### src/design/dmadcb_pkg.sv
// Package for the DMA descriptor chain builder: result kinds, transfer type
// and address step codes, controller states and the control/status structs.
// No dependencies.
`default_nettype none

package dmadcb_pkg;

  // Result kind codes.
  typedef enum logic [1:0] {
    KIND_CHAIN  = 2'd0,
    KIND_SINGLE = 2'd1,
    KIND_ERROR  = 2'd2
  } kind_e;

  // Transfer type codes.
  localparam logic [1:0] XFER_M2M = 2'd0;
  localparam logic [1:0] XFER_M2P = 2'd1;
  localparam logic [1:0] XFER_P2M = 2'd2;
  localparam logic [1:0] XFER_P2P = 2'd3;

  // Address step mode codes; the remaining two codes hold the address.
  localparam logic [1:0] STEP_INC = 2'd0;
  localparam logic [1:0] STEP_DEC = 2'd1;

  // Most descriptors one request may produce, plus one.
  localparam int unsigned CHAIN_MAX = 32;

  // Controller states.
  typedef enum logic [1:0] {
    ST_IDLE  = 2'd0,
    ST_SETUP = 2'd1,
    ST_EMIT  = 2'd2
  } state_e;

  // Commands from the controller to the datapath.
  typedef struct packed {
    logic load;         // capture a request word
    logic emit_single;  // give the single-block result
    logic emit_err;     // give the chain-too-long result
    logic emit_desc;    // give the next chained descriptor and step
  } dp_cmd_t;

  // Status from the datapath to the controller.
  typedef struct packed {
    logic single;       // request fits in one block
    logic err;          // chain would be too long
    logic last;         // current descriptor finishes the bytes
  } dp_status_t;

endpackage

`default_nettype wire

### src/design/dmadcb_ctrl.sv
// Controller state machine of the DMA descriptor chain builder.
// Depends on dmadcb_pkg for the state type and command/status structs.
`default_nettype none

module dmadcb_ctrl (
  input  wire logic                   clk_i,
  input  wire logic                   rst_ni,
  input  wire logic                   start,
  output logic                        busy,
  input  wire dmadcb_pkg::dp_status_t status_i,
  output dmadcb_pkg::dp_cmd_t         cmd_o
);

  dmadcb_pkg::state_e state_q, state_d;

  // State register.
  always_ff @(posedge clk_i or negedge rst_ni) begin
    if (!rst_ni) begin
      state_q <= dmadcb_pkg::ST_IDLE;
    end else begin
      state_q <= state_d;
    end
  end

  // Next state and commands.
  always_comb begin
    state_d = state_q;
    cmd_o   = '0;
    busy    = 1'b1;
    unique case (state_q)
      dmadcb_pkg::ST_IDLE: begin
        busy = 1'b0;
        if (start) begin
          cmd_o.load = 1'b1;
          state_d    = dmadcb_pkg::ST_SETUP;
        end
      end
      dmadcb_pkg::ST_SETUP: begin
        // The single-block check takes precedence over the length check.
        if (status_i.single) begin
          cmd_o.emit_single = 1'b1;
          state_d           = dmadcb_pkg::ST_IDLE;
        end else if (status_i.err) begin
          cmd_o.emit_err = 1'b1;
          state_d        = dmadcb_pkg::ST_IDLE;
        end else begin
          state_d = dmadcb_pkg::ST_EMIT;
        end
      end
      dmadcb_pkg::ST_EMIT: begin
        cmd_o.emit_desc = 1'b1;
        if (status_i.last) begin
          state_d = dmadcb_pkg::ST_IDLE;
        end
      end
      default: begin
        state_d = dmadcb_pkg::ST_IDLE;
      end
    endcase
  end

endmodule

`default_nettype wire

### src/design/dmadcb_dp.sv
// Datapath of the DMA descriptor chain builder: request registers, chunk
// sizing, length check, address stepping and the result registers.
// Depends on dmadcb_pkg for codes and the command/status structs.
`default_nettype none

module dmadcb_dp #(
  parameter int unsigned DESC_LIMIT      = 32,
  parameter int unsigned WORDS_PER_BLOCK = 31
) (
  input  wire logic                   clk_i,
  input  wire logic                   rst_ni,
  input  wire dmadcb_pkg::dp_cmd_t    cmd_i,
  output dmadcb_pkg::dp_status_t      status_o,
  input  wire logic [31:0]            src_addr_i,
  input  wire logic [31:0]            dst_addr_i,
  input  wire logic [23:0]            total_bytes_i,
  input  wire logic [1:0]             transfer_type_i,
  input  wire logic [2:0]             src_burst_i,
  input  wire logic [2:0]             dst_burst_i,
  input  wire logic [1:0]             src_step_mode_i,
  input  wire logic [1:0]             dst_step_mode_i,
  input  wire logic [31:0]            ctrl_word_i,
  output logic                        out_valid_o,
  output logic [1:0]                  kind_o,
  output logic [4:0]                  desc_index_o,
  output logic [31:0]                 desc_src_o,
  output logic [31:0]                 desc_dst_o,
  output logic [31:0]                 desc_ctrl_o,
  output logic [4:0]                  block_count_o,
  output logic                        last_o
);

  // Effective chain limit: the parameter, capped at the result limit.
  localparam int unsigned LIM = (DESC_LIMIT < dmadcb_pkg::CHAIN_MAX) ?
                                DESC_LIMIT : dmadcb_pkg::CHAIN_MAX;
  localparam int unsigned LIM_M1    = LIM - 1;
  localparam logic [10:0] CHUNK_FIX = 11'(WORDS_PER_BLOCK * 4);
  localparam logic [23:0] THR_FIX   = 24'(LIM_M1 * WORDS_PER_BLOCK * 4);
  localparam logic [4:0]  BLK_FIX   = 5'(WORDS_PER_BLOCK);

  // Request registers; rem_q holds the bytes not yet covered.
  logic [31:0] src_q, dst_q, ctrl_q;
  logic [23:0] rem_q;
  logic [1:0]  type_q, smode_q, dmode_q;
  logic [2:0]  sburst_q, dburst_q;
  logic [4:0]  idx_q;

  // Result registers.
  logic        valid_q;
  logic [1:0]  kind_q;
  logic [4:0]  oidx_q, blk_q;
  logic [31:0] osrc_q, odst_q, octrl_q;
  logic        last_q;

  logic [22:0] words;
  logic        peri;
  logic [2:0]  burst_sel;
  logic [3:0]  shift;
  logic [10:0] chunk_bytes;
  logic [23:0] chunk_ext, thr;
  logic        fin, trim;
  logic [7:0]  trim_sum;
  logic [4:0]  blk;
  logic [31:0] src_step, dst_step;

  // Chunk size and the too-long threshold for the stored request.
  always_comb begin
    words     = 23'((25'(rem_q) + 25'd3) >> 2);
    peri      = (type_q == dmadcb_pkg::XFER_M2P) || (type_q == dmadcb_pkg::XFER_P2M);
    burst_sel = (type_q == dmadcb_pkg::XFER_M2P) ? dburst_q : sburst_q;
    shift     = (burst_sel == 3'd0) ? 4'd2 : (4'(burst_sel) + 4'd3);
    chunk_bytes = peri ? (11'd1 << shift) : CHUNK_FIX;
    chunk_ext = 24'(chunk_bytes);
    thr       = peri ? (24'(LIM_M1) << shift) : THR_FIX;
  end

  // Final chunk detection and trimming of a short memory-to-memory tail.
  always_comb begin
    fin      = rem_q <= chunk_ext;
    trim     = fin && (rem_q < chunk_ext) && (type_q == dmadcb_pkg::XFER_M2M);
    trim_sum = 8'(rem_q[6:0]) + 8'd3;
    if (trim) begin
      blk = trim_sum[6:2];
    end else if (peri) begin
      blk = 5'd1;
    end else begin
      blk = BLK_FIX;
    end
  end

  // Address stepping by one chunk.
  always_comb begin
    unique case (smode_q)
      dmadcb_pkg::STEP_INC: src_step = src_q + 32'(chunk_bytes);
      dmadcb_pkg::STEP_DEC: src_step = src_q - 32'(chunk_bytes);
      default:              src_step = src_q;
    endcase
    unique case (dmode_q)
      dmadcb_pkg::STEP_INC: dst_step = dst_q + 32'(chunk_bytes);
      dmadcb_pkg::STEP_DEC: dst_step = dst_q - 32'(chunk_bytes);
      default:              dst_step = dst_q;
    endcase
  end

  assign status_o.single = words <= 23'(WORDS_PER_BLOCK);
  assign status_o.err    = rem_q > thr;
  assign status_o.last   = fin;

  // Request word capture and per-descriptor update.
  always_ff @(posedge clk_i) begin
    if (cmd_i.load) begin
      src_q    <= src_addr_i;
      dst_q    <= dst_addr_i;
      ctrl_q   <= ctrl_word_i;
      rem_q    <= total_bytes_i;
      type_q   <= transfer_type_i;
      sburst_q <= src_burst_i;
      dburst_q <= dst_burst_i;
      smode_q  <= src_step_mode_i;
      dmode_q  <= dst_step_mode_i;
      idx_q    <= '0;
    end else if (cmd_i.emit_desc) begin
      src_q <= src_step;
      dst_q <= dst_step;
      rem_q <= fin ? '0 : (rem_q - chunk_ext);
      idx_q <= idx_q + 5'd1;
    end
  end

  // Result strobe.
  always_ff @(posedge clk_i or negedge rst_ni) begin
    if (!rst_ni) begin
      valid_q <= 1'b0;
    end else begin
      valid_q <= cmd_i.emit_single || cmd_i.emit_err || cmd_i.emit_desc;
    end
  end

  // Result payload.
  always_ff @(posedge clk_i) begin
    if (cmd_i.emit_single) begin
      kind_q  <= dmadcb_pkg::KIND_SINGLE;
      oidx_q  <= '0;
      osrc_q  <= src_q;
      odst_q  <= dst_q;
      octrl_q <= ctrl_q;
      blk_q   <= rem_q[6:2];
      last_q  <= 1'b1;
    end else if (cmd_i.emit_err) begin
      kind_q  <= dmadcb_pkg::KIND_ERROR;
      oidx_q  <= '0;
      osrc_q  <= '0;
      odst_q  <= '0;
      octrl_q <= '0;
      blk_q   <= '0;
      last_q  <= 1'b1;
    end else if (cmd_i.emit_desc) begin
      kind_q  <= dmadcb_pkg::KIND_CHAIN;
      oidx_q  <= idx_q;
      osrc_q  <= src_q;
      odst_q  <= dst_q;
      octrl_q <= ctrl_q;
      blk_q   <= blk;
      last_q  <= fin;
    end
  end

  assign out_valid_o   = valid_q;
  assign kind_o        = kind_q;
  assign desc_index_o  = oidx_q;
  assign desc_src_o    = osrc_q;
  assign desc_dst_o    = odst_q;
  assign desc_ctrl_o   = octrl_q;
  assign block_count_o = blk_q;
  assign last_o        = last_q;

endmodule

`default_nettype wire

### src/design/dma_descriptor_chain_builder.sv
// Top level of the DMA descriptor chain builder: controller plus datapath.
// Depends on dmadcb_pkg, dmadcb_ctrl and dmadcb_dp.
//
//   Channel   Handshake                 Payload
//   request   start in, busy out        src_addr_i .. ctrl_word_i
//   result    out_valid_o (one cycle)   kind_o .. last_o
//
// A request word is taken when start is high and busy is low. The
// request is then classified in the setup state; a single-block or error
// result appears on the next cycle. A chain of N descriptors gives one
// word per cycle after the classify cycle. Busy stays high until the
// controller is idle again, so a new request waits until this one is done.
// Reset returns the controller to idle and clears the result strobe. The
// receiver cannot stall; each result word is valid for exactly one cycle.
`default_nettype none

module dma_descriptor_chain_builder #(
  parameter int unsigned DESC_LIMIT      = 32,
  parameter int unsigned WORDS_PER_BLOCK = 31
) (
  input  wire logic        clk_i,
  input  wire logic        rst_ni,
  input  wire logic        start,
  output logic             busy,
  input  wire logic [31:0] src_addr_i,
  input  wire logic [31:0] dst_addr_i,
  input  wire logic [23:0] total_bytes_i,
  input  wire logic [1:0]  transfer_type_i,
  input  wire logic [2:0]  src_burst_i,
  input  wire logic [2:0]  dst_burst_i,
  input  wire logic [1:0]  src_step_mode_i,
  input  wire logic [1:0]  dst_step_mode_i,
  input  wire logic [31:0] ctrl_word_i,
  output logic             out_valid_o,
  output logic [1:0]       kind_o,
  output logic [4:0]       desc_index_o,
  output logic [31:0]      desc_src_o,
  output logic [31:0]      desc_dst_o,
  output logic [31:0]      desc_ctrl_o,
  output logic [4:0]       block_count_o,
  output logic             last_o
);

  dmadcb_pkg::dp_cmd_t    cmd;
  dmadcb_pkg::dp_status_t status;

  // Sequencing of each request.
  dmadcb_ctrl u_ctrl (
    .clk_i    (clk_i),
    .rst_ni   (rst_ni),
    .start    (start),
    .busy     (busy),
    .status_i (status),
    .cmd_o    (cmd)
  );

  // Chunking, stepping and result registers.
  dmadcb_dp #(
    .DESC_LIMIT      (DESC_LIMIT),
    .WORDS_PER_BLOCK (WORDS_PER_BLOCK)
  ) u_dp (
    .clk_i           (clk_i),
    .rst_ni          (rst_ni),
    .cmd_i           (cmd),
    .status_o        (status),
    .src_addr_i      (src_addr_i),
    .dst_addr_i      (dst_addr_i),
    .total_bytes_i   (total_bytes_i),
    .transfer_type_i (transfer_type_i),
    .src_burst_i     (src_burst_i),
    .dst_burst_i     (dst_burst_i),
    .src_step_mode_i (src_step_mode_i),
    .dst_step_mode_i (dst_step_mode_i),
    .ctrl_word_i     (ctrl_word_i),
    .out_valid_o     (out_valid_o),
    .kind_o          (kind_o),
    .desc_index_o    (desc_index_o),
    .desc_src_o      (desc_src_o),
    .desc_dst_o      (desc_dst_o),
    .desc_ctrl_o     (desc_ctrl_o),
    .block_count_o   (block_count_o),
    .last_o          (last_o)
  );

endmodule

`default_nettype wire
### config.mk
export PLATFORM = sky130hd
export DESIGN_NAME = dma_descriptor_chain_builder
export DESIGN_NICKNAME = d
export VERILOG_FILES = /design/src/design/dmadcb_pkg.sv /design/src/design/dmadcb_ctrl.sv /design/src/design/dmadcb_dp.sv /design/src/design/dma_descriptor_chain_builder.sv
export SDC_FILE = /design/constraint.sdc
export NUM_CORES = 1
export LEC_CHECK = 0
export ABC_CLOCK_PERIOD_IN_PS = 15100
export BUFFER_PORTS_ARGS = -buffer_cell sky130_fd_sc_hd__buf_2
export CORE_ASPECT_RATIO = 0.9
export CORE_MARGIN = 8
export CORE_UTILIZATION = 45
export CTS_CLUSTER_DIAMETER = 200
export CTS_CLUSTER_SIZE = 25
export DETAILED_ROUTE_END_ITERATION = 8
export HOLD_SLACK_MARGIN = 0.03
export PLACE_DENSITY = 0.66
export SLEW_MARGIN = 20
export SYNTH_ARGS = -nofsm -noshare
export SYNTH_HDL_FRONTEND = slang
export SYNTH_SLANG_ARGS = --single-unit
### constraint.sdc
create_clock -name clk_i -period 15.1 [get_ports clk_i]
set_input_delay 1.51 -clock clk_i [delete_from_list [all_inputs] [get_ports clk_i]]
set_output_delay 1.51 -clock clk_i [all_outputs]
set_load 0.02 [all_outputs]
==> results.json <==
{
  "leakage_power_nw": 6.75,
  "clkLatencyLatePin_ns": 0.50,
  "clk_path_buf_depth": 3,
  "design.final.nets": 1866,
  "slew_headroom_pct": 31.3,
  "net_count_of_the_mapped_netlist": 1656,
  "hold_viol_final": 0,
  "final-max-slew-violation-count": 0,
  "layout_min_cycle_time_ns": 6.83,
  "dp_slack_ns": 8.36,
  "htree_num_levels": 1,
  "cp_arrival_ns": 7.09,
  "cts_tree": "done",
  "power_per_cell_area_nw_per_um2": 158,
  "rsz_0062_raised_after_global_routing": "no",
  "worstReg2RegStart": "u_dp.type_q[0]",
  "min_from": "u_dp.desc_index_o[0]",
  "drt-initial-drc-count": 996,
  "num_rows": 63,
  "yosysTopAreaCellShare_pct": 47.5,
  "area_delta_synth_final_pct": 13.4,
  "track_usage_pct": 20.5,
  "remaining_drc_errors": 0,
  "tritoncts.num_buffers": 13,
  "routedWlPerCell_um": 20.2,
  "ys_ff_latch": 249,
  "cts.repair.resized": 0,
  "min_path_type": "flip-flop to flip-flop",
  "multi_input_area_um2": 7030,
  "synth_top_cell_by_area": "sky130_fd_sc_hd__edfxtp_1",
  "pin_count": 246,
  "critical_path_required_ns": 15.36,
  "netlist-cell-type-count": 75,
  "run_status": "completed",
  "worst_setup_path_start_kind": "flip-flop",
  "summed_instance_area_of_the_synthesized_netlist_um2": 14700,
  "drtAntennaViolNets": 0,
  "pin_count_of_the_biggest_net_entering_global_routing": 80,
  "timing.final.crit_share_pct": 45.2,
  "yosysWarningCount": 0,
  "dominantRegCellSynth": "sky130_fd_sc_hd__edfxtp_1",
  "dieWidth_um": 207,
  "cts_sinks": 249,
  "drive_above_1_share_pct": 18.4,
  "nFillCells": 2971,
  "final-seq-area_um2": 7330,
  "most_frequently_used_cell_type_in_the_post_synthesis_netlist": "sky130_fd_sc_hd__edfxtp_1",
  "synth_enable_flop_cells": 233,
  "design_area_um2": 16700,
  "ys_top_cells_by_count": "sky130_fd_sc_hd__edfxtp_1, sky130_fd_sc_hd__nand2_1, sky130_fd_sc_hd__nor2b_1, sky130_fd_sc_hd__a21oi_1, sky130_fd_sc_hd__nor2_1",
  "finalSetupViolations": 0,
  "timing.fmax_mhz": 146,
  "layout_setup_ws_ns": 8.27,
  "clkSlewWorstSetupHoldPaths_ns": 0.11,
  "worstMarginPinSlew_ns": 1.03,
  "portBuffers": 245,
  "synth-async-reset-ratio_pct": 1.20,
  "timing_worst_setup_path_type": "flip-flop to flip-flop",
  "n_antenna_cell": 0,
  "start_util_pct": 45.1,
  "floorplan.die_area_um2": 38800,
  "finClkSkew_ns": 0.0198,
  "cp-startpoint": "u_dp.type_q[0]",
  "grt_antenna_before_repair": 1,
  "crit_path_max_fanout": 11,
  "syn_area_per_cell_um2": 10.4,
  "worst-r2r-setup-slack_ns": 8.27,
  "die_h_um": 188,
  "place_hpwl_mm": 31.3,
  "place_area_um2": 16300,
  "grt_remaining_overflow": 0,
  "coreArea_um2": 32600,
  "viasPerCell": 5.60,
  "detail_route.first_pass.iterations": 5,
  "gpl.final_weighted_congestion": 0.907,
  "clk_root_buffer_cell": "sky130_fd_sc_hd__clkbuf_16",
  "vias": 11500,
  "cap_viol_max_count": 0,
  "route.final.wire_length_mm": 41.4,
  "ir_drop_worst_vdd_uv": 94.1,
  "synth.yosys.seq_area_share_pct": 49.8,
  "synth_top_cells_by_area": "sky130_fd_sc_hd__edfxtp_1, sky130_fd_sc_hd__ha_1, sky130_fd_sc_hd__nor2b_1, sky130_fd_sc_hd__a21oi_1, sky130_fd_sc_hd__nand2_1",
  "grt_pass1_wl_mm": 63.3,
  "worst_setup_path_end_kind": "flip-flop",
  "total_power_w": 0.00263,
  "setup_tns_ns": 0,
  "grt_pass1_vias": 11200,
  "cts_hold_repair.buffers": 0,
  "cts_post_setup_buffers_inserted": 0,
  "post_synth_inst_count": 1412
}
-- worst paths after layout --
kind | to | cells after the start
worst max-delay path | u_dp.src_q[31] | 25
worst min-delay path | u_dp.desc_index_o[0] | 2
worst max register to register | u_dp.src_q[31] | 25
worst min register to register | u_dp.desc_index_o[0] | 2
max in group asynchronous | u_ctrl.state_q[1] | 1
min in group asynchronous | u_ctrl.state_q[0] | 1
-- where the power goes --
group	switching, W	total, W	internal (W)
clock	0.000223	0.000387	0.000164
sequential	0.0000833	0.00105	0.000966
combinational	0.000730	0.00120	0.000467
total	0.00104	0.00263	0.00160
-- cells by family after synthesis --
group	Yosys count	share of synthesized area, %
buffers and inverters	103	2.77
multiplexers	9	0.662
AND/OR/NAND/NOR	520	17.7
flip-flops	249	49.8
AO/OA/AOI/OAI	344	15.0
XOR/XNOR	78	4.64
adder cells (fa/ha/maj)	109	9.41
-- cells in the final DEF (no fill, tap or decap), types with 37 or more instances in the layout --
cell type,netlist,final
sky130_fd_sc_hd__xor2_1,41,41
sky130_fd_sc_hd__edfxtp_1,233,233
sky130_fd_sc_hd__nor2_1,110,110
sky130_fd_sc_hd__inv_1,44,43
sky130_fd_sc_hd__a21oi_1,110,110
sky130_fd_sc_hd__xnor2_1,37,37
sky130_fd_sc_hd__o21ai_0,67,65
sky130_fd_sc_hd__nand2_1,143,141
sky130_fd_sc_hd__buf_2,13,245
sky130_fd_sc_hd__nor2b_1,114,114
sky130_fd_sc_hd__ha_1,106,106
-- registers in the layout (all words and copies together), names as in the netlist, 3 cells and up --
signal	cells
u_dp.dburst_q	3
u_dp.desc_index_o	5
u_dp.rem_q	24
u_dp.desc_ctrl_o	32
u_dp.idx_q	5
u_dp.sburst_q	3
u_dp.dst_q	32
u_dp.src_q	32
u_dp.block_count_o	5
u_dp.ctrl_q	32
u_dp.desc_dst_o	32
u_dp.desc_src_o	32
-- metal layers --
metal	wire [um]	up-vias	GRT usage (%)
met1	19600	5456	29.9
li1	-	5594	-
met5	13	-	0
met4	977	2	4.86
met2	17800	377	31.1
met3	3010	51	4.02
-- worst max-delay path: stages, from the launching register on --
cell,delay [ns]
sky130_fd_sc_hd__edfxtp_1,0.41
sky130_fd_sc_hd__ha_1,0.31
sky130_fd_sc_hd__mux2_2,0.30
sky130_fd_sc_hd__inv_1,0.09
sky130_fd_sc_hd__ha_1,0.21
sky130_fd_sc_hd__ha_1,0.29
sky130_fd_sc_hd__or4_1,0.76
sky130_fd_sc_hd__nand2_1,0.18
sky130_fd_sc_hd__nor2_1,0.08
sky130_fd_sc_hd__and2_1,0.25
sky130_fd_sc_hd__inv_1,0.08
sky130_fd_sc_hd__ha_1,0.19
sky130_fd_sc_hd__nand2_1,0.16
sky130_fd_sc_hd__nor4_1,0.45
sky130_fd_sc_hd__nand2b_1,0.30
sky130_fd_sc_hd__nand2_1,0.25
sky130_fd_sc_hd__ha_1,0.33
sky130_fd_sc_hd__a21oi_1,0.22
sky130_fd_sc_hd__o211ai_1,0.13
sky130_fd_sc_hd__o211ai_1,0.10
sky130_fd_sc_hd__nand3_1,0.17
sky130_fd_sc_hd__a31o_1,0.28
sky130_fd_sc_hd__o41a_1,0.41
sky130_fd_sc_hd__a211oi_1,0.40
sky130_fd_sc_hd__o211a_1,0.19
sky130_fd_sc_hd__nor3_1,0.05
-- layout make-up --
cell class,count,share of cell area [%]
timing repair buffer,254,7.75
tap,422,3.16
inverter,44,1.00
sequential,249,43.9
clock buffer,19,2.08
clock inverter,1,0.0524
multi-input combinational,1060,42.1
-- stage by stage --
| stage | hold slack (ns) | cells | utilization, % |
|---|---|---|---|
| 2_1_floorplan | 0.444 | 1412 | - |
| 3_3_place_gp | 0.445 | 2029 | 50.1 |
| 3_5_place_dp | 0.450 | 2029 | 50.1 |
| 4_1_cts | 0.464 | 2049 | 51.2 |
| 5_1_grt | 0.491 | 2049 | 51.2 |
| 6_report | 0.462 | 2049 | 51.2 |
Power figures use the tool's default switching activity.
